==> src/rtl/core/assert_macros.svh <==
// ---------------------------------------------------------------------------
// Assertion macros
// Shared wrappers for clocked concurrent assertions with asynchronous reset.
// ---------------------------------------------------------------------------
`ifndef ASSERT_MACROS_SVH
`define ASSERT_MACROS_SVH

// Property checked at every rising clock edge while reset is released.
`define ASSERT_CLK(label, clk, rst_n, prop, msg) \
	label: assert property (@(posedge clk) disable iff (!rst_n) prop) else $error(msg);

// Condition that must never be seen at a rising clock edge out of reset.
`define ASSERT_NEVER(label, clk, rst_n, cond, msg) \
	label: assert property (@(posedge clk) disable iff (!rst_n) !(cond)) else $error(msg);

`endif

==> src/rtl/core/cota_pkg.sv <==
// ---------------------------------------------------------------------------
// cota_pkg
// Shared constants, types and helpers of the circle overlap admission table.
// ---------------------------------------------------------------------------
package cota_pkg;

	localparam int SLOTS      = 16;
	localparam int SLOT_W     = $clog2(SLOTS);
	localparam int COORD_BITS = 16;
	localparam int EXT_W      = COORD_BITS + 1;
	localparam int RAD_W      = 15;
	localparam int RSUM_W     = RAD_W + 1;
	localparam int SQ_W       = 2 * COORD_BITS;
	localparam int RSQ_W      = 2 * RSUM_W;
	localparam int SUM_W      = SQ_W + 1;
	localparam int FIELD_W    = 16;
	localparam int SLOT_FW    = 4;
	localparam int CODE_W     = 3;

	localparam logic [CODE_W-1:0] CMD_INSERT     = 3'd0;
	localparam logic [CODE_W-1:0] CMD_REMOVE     = 3'd1;
	localparam logic [CODE_W-1:0] CMD_SET_CENTER = 3'd2;
	localparam logic [CODE_W-1:0] CMD_SET_RADIUS = 3'd3;
	localparam logic [CODE_W-1:0] CMD_TRANSLATE  = 3'd4;

	localparam logic [CODE_W-1:0] STAT_OK       = 3'd0;
	localparam logic [CODE_W-1:0] STAT_OVERLAP  = 3'd1;
	localparam logic [CODE_W-1:0] STAT_BAD_RAD  = 3'd2;
	localparam logic [CODE_W-1:0] STAT_FULL     = 3'd3;
	localparam logic [CODE_W-1:0] STAT_EMPTY    = 3'd4;
	localparam logic [CODE_W-1:0] STAT_RANGE    = 3'd5;

	localparam logic signed [EXT_W-1:0] CRD_MAX = EXT_W'((64'sd1 <<< (COORD_BITS - 1)) - 1);
	localparam logic signed [EXT_W-1:0] CRD_MIN = EXT_W'(-(64'sd1 <<< (COORD_BITS - 1)));

	typedef struct packed {
		logic signed [COORD_BITS-1:0] cx;
		logic signed [COORD_BITS-1:0] cy;
		logic        [RAD_W-1:0]      r;
	} entry_t;

	// Scan control: clear restarts the clash flag, tap marks a read that counts.
	typedef struct packed {
		logic clear;
		logic tap;
	} scan_ctl_t;

	function automatic logic fits(input logic signed [EXT_W-1:0] v);
		return (v >= CRD_MIN) && (v <= CRD_MAX);
	endfunction

endpackage

==> src/rtl/core/cota_store.sv <==
// ---------------------------------------------------------------------------
// cota_store
// Circle entry memory: one write port, one read port, registered read data.
// ---------------------------------------------------------------------------
module cota_store (
	input  logic                          clk,
	input  logic                          we,
	input  logic [cota_pkg::SLOT_W-1:0]   waddr,
	input  cota_pkg::entry_t              wdata,
	input  logic [cota_pkg::SLOT_W-1:0]   raddr,
	output cota_pkg::entry_t              rdata
);
	import cota_pkg::*;

	entry_t mem [SLOTS];

	always_ff @(posedge clk) begin
		if (we) begin
			mem[waddr] <= wdata;
		end
		rdata <= mem[raddr];
	end

endmodule

==> src/rtl/core/cota_scan.sv <==
// ---------------------------------------------------------------------------
// cota_scan
// Three-stage overlap test of the candidate circle against one stored entry
// per cycle, collecting any clash into a sticky flag.
// ---------------------------------------------------------------------------
module cota_scan (
	input  logic                  clk,
	input  logic                  arst_n,
	input  cota_pkg::scan_ctl_t   ctl,
	input  cota_pkg::entry_t      cand,
	input  cota_pkg::entry_t      ent,
	output logic                  clash
);
	import cota_pkg::*;

	logic                    tap_s1;
	logic                    tap_s2;
	logic                    tap_s3;
	logic signed [EXT_W-1:0] dx;
	logic signed [EXT_W-1:0] dy;
	logic signed [EXT_W-1:0] ndx;
	logic signed [EXT_W-1:0] ndy;
	logic [COORD_BITS-1:0]   adx_s2;
	logic [COORD_BITS-1:0]   ady_s2;
	logic [RSUM_W-1:0]       rs_s2;
	logic [SQ_W-1:0]         dx2_s3;
	logic [SQ_W-1:0]         dy2_s3;
	logic [RSQ_W-1:0]        rs2_s3;
	logic [SUM_W-1:0]        dist_sq;
	logic                    hit;
	logic                    clash_q;

	// Stage 1: the entry read arrives; form offset magnitudes and radius sum.
	assign dx  = EXT_W'(cand.cx) - EXT_W'(ent.cx);
	assign dy  = EXT_W'(cand.cy) - EXT_W'(ent.cy);
	assign ndx = -dx;
	assign ndy = -dy;

	always_ff @(posedge clk or negedge arst_n) begin
		if (!arst_n) begin
			tap_s1 <= 1'b0;
			tap_s2 <= 1'b0;
			tap_s3 <= 1'b0;
		end else begin
			tap_s1 <= ctl.tap;
			tap_s2 <= tap_s1;
			tap_s3 <= tap_s2;
		end
	end

	always_ff @(posedge clk) begin
		adx_s2 <= dx[EXT_W-1] ? ndx[COORD_BITS-1:0] : dx[COORD_BITS-1:0];
		ady_s2 <= dy[EXT_W-1] ? ndy[COORD_BITS-1:0] : dy[COORD_BITS-1:0];
		rs_s2  <= RSUM_W'(cand.r) + RSUM_W'(ent.r);
		dx2_s3 <= adx_s2 * adx_s2;
		dy2_s3 <= ady_s2 * ady_s2;
		rs2_s3 <= rs_s2 * rs_s2;
	end

	// Touching counts as a clash, hence the inclusive compare.
	assign dist_sq = SUM_W'(dx2_s3) + SUM_W'(dy2_s3);
	assign hit     = tap_s3 && (dist_sq <= SUM_W'(rs2_s3));

	always_ff @(posedge clk or negedge arst_n) begin
		if (!arst_n) begin
			clash_q <= 1'b0;
		end else if (ctl.clear) begin
			clash_q <= 1'b0;
		end else if (hit) begin
			clash_q <= 1'b1;
		end
	end

	assign clash = clash_q;

endmodule

==> src/rtl/core/circle_overlap_admission_table_core.sv <==
// Insert, set center, set radius and translate, once their checks pass, scan all 16
// entries, one read a cycle, through a 3-stage compare pipeline between lookup and
// commit; remove, unused commands and failed checks skip the scan.
// One command at a time: a new one is taken only after the last one commits; the
// single read port of the entry memory sets the scan length.
// Reset: arst_n clears all valid bits and control state at once; no clearing pass.
// ---------------------------------------------------------------------------
// circle_overlap_admission_table_core
// Table of non-overlapping circles with insert, remove, set center, set radius
// and translate commands, each admitted only after an overlap scan.
// ---------------------------------------------------------------------------
`include "assert_macros.svh"

module circle_overlap_admission_table_core (
	input  logic        clk,
	input  logic        arst_n,
	input  logic        s_axis_tvalid,
	output logic        s_axis_tready,
	input  logic [55:0] s_axis_tdata,   // slot[3:0], x[19:4], y[35:20], radius[51:36], zero
	input  logic [2:0]  s_axis_tuser,   // cmd[2:0]
	output logic        m_axis_tvalid,
	input  logic        m_axis_tready,
	output logic [7:0]  m_axis_tdata,   // slot_out[3:0], zero
	output logic [2:0]  m_axis_tuser    // status[2:0]
);
	import cota_pkg::*;

	typedef enum logic [5:0] {
		S_IDLE   = 6'b000001,
		S_LOOKUP = 6'b000010,
		S_PREP   = 6'b000100,
		S_SCAN   = 6'b001000,
		S_DRAIN  = 6'b010000,
		S_DONE   = 6'b100000
	} state_t;

	state_t                     state_q;
	logic [CODE_W-1:0]          cmd_q;
	logic [SLOT_FW-1:0]         slot_q;
	logic signed [FIELD_W-1:0]  x_q;
	logic signed [FIELD_W-1:0]  y_q;
	logic signed [FIELD_W-1:0]  r_q;
	logic [SLOTS-1:0]           valid_q;
	entry_t                     cand_q;
	logic [SLOT_W-1:0]          target_q;
	logic                       skip_en_q;
	logic                       scan_q;
	logic                       kill_q;
	logic [CODE_W-1:0]          status_q;
	logic [SLOT_FW-1:0]         slot_out_q;
	logic [SLOT_W-1:0]          idx_q;
	logic [1:0]                 drain_q;
	logic                       out_valid_q;
	logic [CODE_W-1:0]          out_status_q;
	logic [SLOT_FW-1:0]         out_slot_q;

	logic                       in_xfer;
	logic                       go;
	logic                       we;
	logic [SLOT_W-1:0]          slot_idx;
	logic                       live;
	logic                       free_found;
	logic [SLOT_W-1:0]          free_idx;
	logic [SLOT_W-1:0]          raddr;
	entry_t                     rdata;
	scan_ctl_t                  ctl;
	logic                       clash;
	logic signed [EXT_W-1:0]    x_ext;
	logic signed [EXT_W-1:0]    y_ext;
	logic signed [EXT_W-1:0]    nx;
	logic signed [EXT_W-1:0]    ny;
	logic [CODE_W-1:0]          prep_status;
	logic                       prep_scan;
	logic                       prep_kill;
	entry_t                     prep_cand;
	logic [SLOT_W-1:0]          prep_target;
	logic                       prep_skip;
	logic [SLOT_FW-1:0]         prep_slot_out;

	assign s_axis_tready = (state_q == S_IDLE);
	assign in_xfer       = s_axis_tvalid && s_axis_tready;
	assign go            = (state_q == S_DONE) && (!out_valid_q || m_axis_tready);
	assign we            = go && scan_q && !clash;

	assign slot_idx = SLOT_W'(slot_q);
	assign live     = (int'(slot_q) < SLOTS) && valid_q[slot_idx];

	always_comb begin
		free_found = 1'b0;
		free_idx   = '0;
		for (int i = SLOTS - 1; i >= 0; i--) begin
			if (!valid_q[i]) begin
				free_found = 1'b1;
				free_idx   = SLOT_W'(i);
			end
		end
	end

	assign raddr = (state_q == S_SCAN) ? idx_q : slot_idx;

	cota_store u_store (
		.clk   (clk),
		.we    (we),
		.waddr (target_q),
		.wdata (cand_q),
		.raddr (raddr),
		.rdata (rdata)
	);

	// The addressed slot itself is left out of the scan for updates.
	assign ctl.clear = (state_q == S_PREP);
	assign ctl.tap   = (state_q == S_SCAN) && valid_q[idx_q]
	                   && !(skip_en_q && (idx_q == target_q));

	cota_scan u_scan (
		.clk    (clk),
		.arst_n (arst_n),
		.ctl    (ctl),
		.cand   (cand_q),
		.ent    (rdata),
		.clash  (clash)
	);

	assign x_ext = EXT_W'(x_q);
	assign y_ext = EXT_W'(y_q);
	assign nx    = EXT_W'(rdata.cx) + x_ext;
	assign ny    = EXT_W'(rdata.cy) + y_ext;

	// Checks in the order the command defines; the first failure wins.
	always_comb begin
		prep_status   = STAT_OK;
		prep_scan     = 1'b0;
		prep_kill     = 1'b0;
		prep_cand     = rdata;
		prep_target   = slot_idx;
		prep_skip     = 1'b1;
		prep_slot_out = slot_q;
		case (cmd_q)
			CMD_INSERT: begin
				prep_slot_out = free_found ? SLOT_FW'(free_idx) : '0;
				prep_target   = free_idx;
				prep_skip     = 1'b0;
				prep_cand.cx  = x_ext[COORD_BITS-1:0];
				prep_cand.cy  = y_ext[COORD_BITS-1:0];
				prep_cand.r   = r_q[RAD_W-1:0];
				if (r_q[FIELD_W-1]) begin
					prep_status = STAT_BAD_RAD;
				end else if (!fits(x_ext) || !fits(y_ext)) begin
					prep_status = STAT_RANGE;
				end else if (!free_found) begin
					prep_status = STAT_FULL;
				end else begin
					prep_scan = 1'b1;
				end
			end
			CMD_REMOVE: begin
				if (!live) begin
					prep_status = STAT_EMPTY;
				end else begin
					prep_kill = 1'b1;
				end
			end
			CMD_SET_CENTER: begin
				prep_cand.cx = x_ext[COORD_BITS-1:0];
				prep_cand.cy = y_ext[COORD_BITS-1:0];
				if (!live) begin
					prep_status = STAT_EMPTY;
				end else if (!fits(x_ext) || !fits(y_ext)) begin
					prep_status = STAT_RANGE;
				end else begin
					prep_scan = 1'b1;
				end
			end
			CMD_SET_RADIUS: begin
				prep_cand.r = r_q[RAD_W-1:0];
				if (!live) begin
					prep_status = STAT_EMPTY;
				end else if (r_q[FIELD_W-1]) begin
					prep_status = STAT_BAD_RAD;
				end else begin
					prep_scan = 1'b1;
				end
			end
			CMD_TRANSLATE: begin
				prep_cand.cx = nx[COORD_BITS-1:0];
				prep_cand.cy = ny[COORD_BITS-1:0];
				if (!live) begin
					prep_status = STAT_EMPTY;
				end else if (!fits(nx) || !fits(ny)) begin
					prep_status = STAT_RANGE;
				end else begin
					prep_scan = 1'b1;
				end
			end
			default: begin
				prep_status = STAT_OK;
			end
		endcase
	end

	always_ff @(posedge clk) begin
		if (in_xfer) begin
			cmd_q  <= s_axis_tuser;
			slot_q <= s_axis_tdata[3:0];
			x_q    <= s_axis_tdata[19:4];
			y_q    <= s_axis_tdata[35:20];
			r_q    <= s_axis_tdata[51:36];
		end
		if (state_q == S_PREP) begin
			cand_q     <= prep_cand;
			target_q   <= prep_target;
			skip_en_q  <= prep_skip;
			status_q   <= prep_status;
			slot_out_q <= prep_slot_out;
		end
		if (go) begin
			out_status_q <= (scan_q && clash) ? STAT_OVERLAP : status_q;
			out_slot_q   <= slot_out_q;
		end
	end

	always_ff @(posedge clk or negedge arst_n) begin
		if (!arst_n) begin
			state_q     <= S_IDLE;
			valid_q     <= '0;
			scan_q      <= 1'b0;
			kill_q      <= 1'b0;
			idx_q       <= '0;
			drain_q     <= '0;
			out_valid_q <= 1'b0;
		end else begin
			// A commit refills the output register in the cycle it is read out.
			if (go) begin
				out_valid_q <= 1'b1;
			end else if (m_axis_tready) begin
				out_valid_q <= 1'b0;
			end
			case (state_q)
				S_IDLE: begin
					if (in_xfer) begin
						state_q <= S_LOOKUP;
					end
				end
				S_LOOKUP: begin
					state_q <= S_PREP;
				end
				S_PREP: begin
					scan_q  <= prep_scan;
					kill_q  <= prep_kill;
					idx_q   <= '0;
					drain_q <= '0;
					state_q <= prep_scan ? S_SCAN : S_DONE;
				end
				S_SCAN: begin
					idx_q <= idx_q + 1'b1;
					if (idx_q == SLOT_W'(SLOTS - 1)) begin
						state_q <= S_DRAIN;
					end
				end
				S_DRAIN: begin
					drain_q <= drain_q + 1'b1;
					if (drain_q == 2'd2) begin
						state_q <= S_DONE;
					end
				end
				S_DONE: begin
					if (go) begin
						if (we) begin
							valid_q[target_q] <= 1'b1;
						end
						if (kill_q) begin
							valid_q[target_q] <= 1'b0;
						end
						state_q <= S_IDLE;
					end
				end
				default: begin
					state_q <= S_IDLE;
				end
			endcase
		end
	end

	assign m_axis_tvalid = out_valid_q;
	assign m_axis_tuser  = out_status_q;
	assign m_axis_tdata  = {4'b0000, out_slot_q};

	`ASSERT_CLK(a_valid_only_on_commit, clk, arst_n, (state_q != S_DONE) |=> $stable(valid_q), "valid bits changed outside commit")
	`ASSERT_CLK(a_result_after_commit, clk, arst_n, $rose(m_axis_tvalid) |-> $past(state_q == S_DONE), "result raised without a commit")
	`ASSERT_NEVER(a_insert_into_free, clk, arst_n, we && (cmd_q == CMD_INSERT) && valid_q[target_q], "insert wrote over a valid entry")

endmodule

==> config.mk <==
export PLATFORM = sky130hd
export DESIGN_NAME = circle_overlap_admission_table_core
export DESIGN_NICKNAME = d
export VERILOG_FILES = /design/src/rtl/core/cota_pkg.sv /design/src/rtl/core/cota_store.sv /design/src/rtl/core/cota_scan.sv /design/src/rtl/core/circle_overlap_admission_table_core.sv
export VERILOG_INCLUDE_DIRS = /design/src /design/src/rtl/core
export SDC_FILE = /design/constraint.sdc
export NUM_CORES = 2
export LEC_CHECK = 0
export BUFFER_PORTS_ARGS = -buffer_cell sky130_fd_sc_hd__buf_2
export CAP_MARGIN = 20
export CELL_PAD_IN_SITES_DETAIL_PLACEMENT = 2
export CELL_PAD_IN_SITES_GLOBAL_PLACEMENT = 2
export CORE_ASPECT_RATIO = 2
export CORE_UTILIZATION = 32
export CTS_CLUSTER_SIZE = 14
export DETAILED_ROUTE_END_ITERATION = 10
export GPL_ROUTABILITY_DRIVEN = 0
export PLACE_DENSITY_LB_ADDON = 0.1
export SYNTH_ARGS = -nofsm -noshare
export SYNTH_HDL_FRONTEND = slang
export SYNTH_SLANG_ARGS = --single-unit
==> constraint.sdc <==
create_clock -name clk -period 9.1 [get_ports clk]
set_clock_uncertainty 0.15 [all_clocks]
set_input_delay 0.91 -clock clk [delete_from_list [all_inputs] [get_ports clk]]
set_output_delay 0.91 -clock clk [all_outputs]
set_load 0.01 [all_outputs]
== After elaboration in Yosys (flattened, before gate mapping) ==
Memories as Yosys holds them, arrays and structs flattened. A register that Yosys moved wholly into a read port is not among the register bits.
Cells that the tools add are included.
Storage, ports and cells
  flip-flop bits (word level): 300
  RAM bits: 752
  input port bits: 63
  output and inout bits: 13
  word-level logic and storage cells: 199
  memories kept: 1
Cells by class
  add/subtract/negate cells: 10
  multiply operators: 3
  order comparisons: 13
  eq/ne operators: 17
  multiplexer cells: 88
  bitwise gates (word level): 3
  reductions and logical operators: 33
Memory list
  u_store.mem: depth 16, bits a word 47, rd ports 1, clocked after memory_dff 1, wr ports 1, line cota_store.sv:15  | entry_t mem [SLOTS];
Operators with widths (count)
  16-bit by 16-bit multiplier with 32-bit output: 3
  16-bit two-way mux: 6
  4-bit two-way mux: 20
  32-bit case mux with 2 select lines: 1
  1-bit two-way mux: 37
  6-bit case mux with 6 select lines: 1
  16-bit by 16-bit adder with 17-bit output: 2
  17-bit by 16-bit greater-or-equal comparator with 1-bit output, second input constant: 2
  17-bit by 16-bit less-or-equal comparator with 1-bit output, second input constant: 2
  16-bit by 16-bit subtractor with 17-bit output: 2
  32-bit by 32-bit adder with 33-bit output: 1
  33-bit by 32-bit less-or-equal comparator with 1-bit output: 1
  16-bit greater-or-equal comparator, second input constant: 2
  16-bit less-or-equal comparator, second input constant: 2
  16-bit negation: 2
  6-bit two-way mux: 5
  3-bit two-way mux: 8
  15-bit by 15-bit adder with 16-bit output: 1
  16-bit AND: 1
  16-bit NOT: 1
  16-bit OR: 1
  4-bit by 5-bit < comparator with 1-bit output, second input constant: 3
  15-bit two-way mux: 1
  3-bit case mux with 5 select lines: 1
  other kinds (31): 61

== Longest topological paths before layout ==
  depth in word-level cells: 22
  gate-level depth with buffers: 27
  gate-level depth less buffers: 25

== Modules after synthesis ==
Synthesis repeated with hierarchy kept, for this count alone.
Unflattened totals
  cell total of the unflattened synthesis: 5257
  area total of the unflattened synthesis: 66869.1 um^2
By module, submodules not included
  cota_scan: times used 1, cells an instance 3340, area an instance 29559.6 um^2, seq. area each 2922.8 um^2
  cota_store: times used 1, cells an instance 1217, area an instance 29130.4 um^2, seq. area each 23522.6 um^2
  circle_overlap_admission_table_core: times used 1, cells an instance 700, area an instance 8179.1 um^2, seq. area each 4410.5 um^2

== Least setup slack after synthesis ==
Ideal clock, no wire load.
  kind: reg2reg
  start point: reg u_scan.rs_s2[11]
  end point: reg u_scan.rs2_s3[30]
  setup time: 72 ps
  data arrival time: 6156 ps
  data required time: 8878 ps
  path slack: 2722 ps
  cell stages (with the launch flop): 23
  buffers on the path: 1
  clock period less this slack: 6378 ps
  path through: dfxtp_1 -> clkbuf_1 -> inv_1 -> nor2_1 -> inv_1 -> fa_1 -> inv_1 -> fa_1 -> fa_1 -> fa_1 -> fa_1 -> fa_1 -> ha_1 -> a21o_1 -> a221o_1 -> a21oi_1 -> nand2_1 -> o31ai_1 -> o21ai_0 -> a31o_2 -> o21a_1 -> nor2_1 -> xnor2_1
On the way
  longest elaborated chain between the ends: 1
Ends and longest elaborated chain
  from (decl): line cota_scan.sv:25  | logic [RSUM_W-1:0] rs_s2;
  from (signal assigned): line cota_scan.sv:54  | rs_s2 <= RSUM_W'(cand.r) + RSUM_W'(ent.r);
  16-bit by 16-bit multiplier with 32-bit output: line cota_scan.sv:57  | rs2_s3 <= rs_s2 * rs_s2;
  to (signal assigned): line cota_scan.sv:57
  to (decl): line cota_scan.sv:28  | logic [RSQ_W-1:0] rs2_s3;
Every way passes these cells.
A chain may end at the register's enable or synchronous reset.

== Final worst setup path ==
  start point: reg u_scan.ady_s2[10]
  end point: reg u_scan.dy2_s3[31]
On the way
  longest elaborated chain between the ends: 1
Ends and longest elaborated chain
  from (decl): line cota_scan.sv:24  | logic [COORD_BITS-1:0] ady_s2;
  from (signal assigned): line cota_scan.sv:53  | ady_s2 <= dy[EXT_W-1] ? ndy[COORD_BITS-1:0] : dy[COORD_BITS-1:0];
  16-bit by 16-bit multiplier with 32-bit output: line cota_scan.sv:56  | dy2_s3 <= ady_s2 * ady_s2;
  to (signal assigned): line cota_scan.sv:56
  to (decl): line cota_scan.sv:27  | logic [SQ_W-1:0] dy2_s3;
Every way passes these cells.

==> results.txt <==
worst r2r dst -> u_scan.dy2_s3[31]$_DFF_P_
Worst path slowest cell -> dfxtp_1
most used cell, CP -> fa_1
Max Cap Viol -> 0
wire per inst -> 24.96 um
Detailed Route Iter0 Violations -> 1555
DR pass1 iterations -> 5
fraction of registers with async set/reset -> 0.03193
Hold WS -> 0.1674 ns
Worst Hold Class -> in2async
final instance area -> 74810 um^2
Rows -> 238
Initial Util -> 0.3215
critical path type -> reg2reg
DRC Markers -> 0
# hold bufs at CTS -> 0
H-tree depth -> 3
largest family of logic cells by synthesized area -> adder cells
most frequent cells in the layout -> 873 x edfxtp_1, 845 x inv_1, 675 x nand2_1
GRT Max-Usage Layer -> met2
vias in the first global route -> 52650
total CTS buffers -> 105
RSZ-0062 raised after global routing -> no
CTS tree -> built
Core Region -> 209900 um^2
most common cell after layout, fill and taps aside -> edfxtp_1
placed inst area -> 71270 um^2
die area -> 212900 um^2
met1 Usage GRT -> 0.2175
Worst Path Buf+Inv -> 5
met3 Use GR -> 0.01505
fin nets -> 7010
crit-path max cell delay -> 0.74 ns
CP required -> 9.61 ns
Crit. End Element -> register
largest net degree at the start of global routing -> 183
CP max FO -> 9
EDFF count, synth -> 873
final max-slew violation count -> 0
die height -> 651.5 um
Hold Vio Cnt, Final -> 0
post-cts sizing count -> 0
FF-to-FF path depth -> 20
clock latency on the worst-skew pair -> 0.73 ns
Placed Instances -> 8655
final number of setup-violating endpoints -> 0
fillcell total -> 22120
yosys warns -> 0
Worst path top cell family by delay -> adder cells
IO Count -> 76
clk sink count -> 1096
IO Port Bufs -> 67
Max clock buf depth -> 3
outcome -> finished clean
Total GRT Usage -> 0.2102
final setup TNS -> 0 ns
Critical Path AT -> 8.09 ns
Reg2Reg Setup Slack -> 1.52 ns
grt total ovfl -> 0
initial antenna violation count -> 7
Die Span X -> 326.7 um
Rel. slew slack -> 0.2121
Vias -> 45150
register area share after synthesis -> 0.4572
library cells used by synthesis -> 90
total length of routed wires -> 221000 um
Post-CTS Setup Bufs -> 0
adder-cell share of the synthesized area -> 0.2304
mux contribution to synthesized area -> 0.007897
post-route insts no fill -> 8856
worst-path cell chain -> clkinv_1 > nor2_1 > fa_1 > inv_1 > fa_1 > inv_1 > fa_1 > fa_1 > inv_1 > fa_1 > fa_1 > inv_1 > ha_1 > a211o_1 > a2111oi_0 > nor3_1 > o21ai_0 > o311ai_0 > a21oi_1 > xnor2_1
DRT antenna net count -> 0
Startpoint Class -> register
clk root buf -> clkbuf_16
final worst path period need -> 7.576 ns
area grow syn2layout -> 10.84%
layout cells sized above 1 -> 0.06661
fin crit share -> 0.8325
vias per std cell -> 5.098
mapped cell area -> 67490 um^2
Post-Synth Simple-Gate Area -> 0.1005
detailed placement HPWL -> 156600 um
Syn Inst Count -> 5979
Slew @ Worst Pin -> 1.182 ns
Compound-Gate Fraction of Synth Area -> 0.1143
Reg-to-Reg Start -> u_scan.ady_s2[10]$_DFF_P_
xor and xnor area share after synthesis -> 0.02881
mean post-synth cell area -> 11.29 um^2
post-synthesis register bit count -> 1096
Achievable Freq -> 132.0 MHz
Synth Flop Type -> edfxtp_1
first-pass GRT wire length -> 332100 um
met2 usage -> 0.4335
clk slew on worst S/H paths -> 0.07 ns
worst max path at each step:
stage / startpoint / end / slack [ns] / cells past startpoint
4_1_cts: u_scan.ady_s2[10]$_DFF_P_ / u_scan.dy2_s3[31]$_DFF_P_ / 1.34 / 20
3_5_place_dp: u_scan.ady_s2[10]$_DFF_P_ / u_scan.dy2_s3[31]$_DFF_P_ / 1.38 / 20
6_report: u_scan.ady_s2[10]$_DFF_P_ / u_scan.dy2_s3[31]$_DFF_P_ / 1.52 / 20
5_1_grt: u_scan.ady_s2[10]$_DFF_P_ / u_scan.dy2_s3[30]$_DFF_P_ / 1.04 / 23
2_1_floorplan: u_scan.rs_s2[11]$_DFF_P_ / u_scan.rs2_s3[30]$_DFF_P_ / 2.72 / 22
3_3_place_gp: u_scan.ady_s2[10]$_DFF_P_ / u_scan.dy2_s3[31]$_DFF_P_ / 1.48 / 20
logic make-up after synthesis:
| logic type | after synthesis |
|---|---|
| AO/OA/AOI/OAI | 1146 |
| other | 1 |
| AND/OR/NAND/NOR | 1445 |
| adder cells (fa/ha/maj) | 944 |
| flip-flops | 1096 |
| multiplexers | 38 |
| buffers and inverters | 1087 |
| XOR/XNOR | 222 |
flip-flops by register name (all words and copies together) (netlist names), 31 cells and up:
signal         flops
u_store.mem      752
u_scan.dy2_s3     31
u_store.rdata     47
u_scan.rs2_s3     31
cand_q            47
u_scan.dx2_s3     31
Yosys cell counts (all sizes together) (8+ instances only):
master  number  area share
a211oi     247       0.028
a21o        75      0.0083
a21oi      272       0.020
a22oi       35      0.0039
a311oi      98       0.013
a31oi      120       0.011
and2       312       0.029
and3        20      0.0019
buf         28      0.0020
clkbuf     212       0.012
dfrtp       34       0.013
dfxtp      188       0.056
edfxtp     873        0.39
fa         498        0.15
ha         446       0.083
inv        846       0.047
mux2        22      0.0037
mux4        10      0.0033
nand2      675       0.038
nand2b      32      0.0030
nand3       31      0.0023
nand3b       8     0.00089
nand4       16      0.0015
nor2       221       0.012
nor2b       38      0.0035
nor3        41      0.0033
o211ai       9      0.0010
o21a        29      0.0032
o21ai      126      0.0094
o21bai      23      0.0026
o22ai       19      0.0018
o31ai       17      0.0020
or2         13      0.0012
or3         11      0.0010
xnor2      150       0.019
xor2        72      0.0093
layer usage:
layer	wire [um]	vias to the layer above
li1	-	20540
met1	80560	23920
met2	129700	421
met3	3417	276
met4	7387	0
met5	0	-
stage by stage:
step | worst slack [ns] | utilization
global placement | 1.477 | 0.3395
global route | 1.037 | 0.3564
CTS | 1.336 | 0.3563
detailed placement | 1.380 | 0.3395
floorplan | 2.722 | -
finish | 1.524 | 0.3564
cell type report:
class,instances,area (um^2),area share
inverters,847,3182,0.04253
clock inverters,55,635.6,0.008496
flip-flops and latches,1096,30860,0.4124
clock buffers,144,2897,0.03872
multi-input cells,3799,32730,0.4374
well taps,2760,3453,0.04616
diodes,1,2.502,0.00003345
repair buffers,154,1061,0.01418
Power is left out: the tool's default activity adds up to more than one toggle a clock period on the data nets, which glitch-free logic cannot reach.
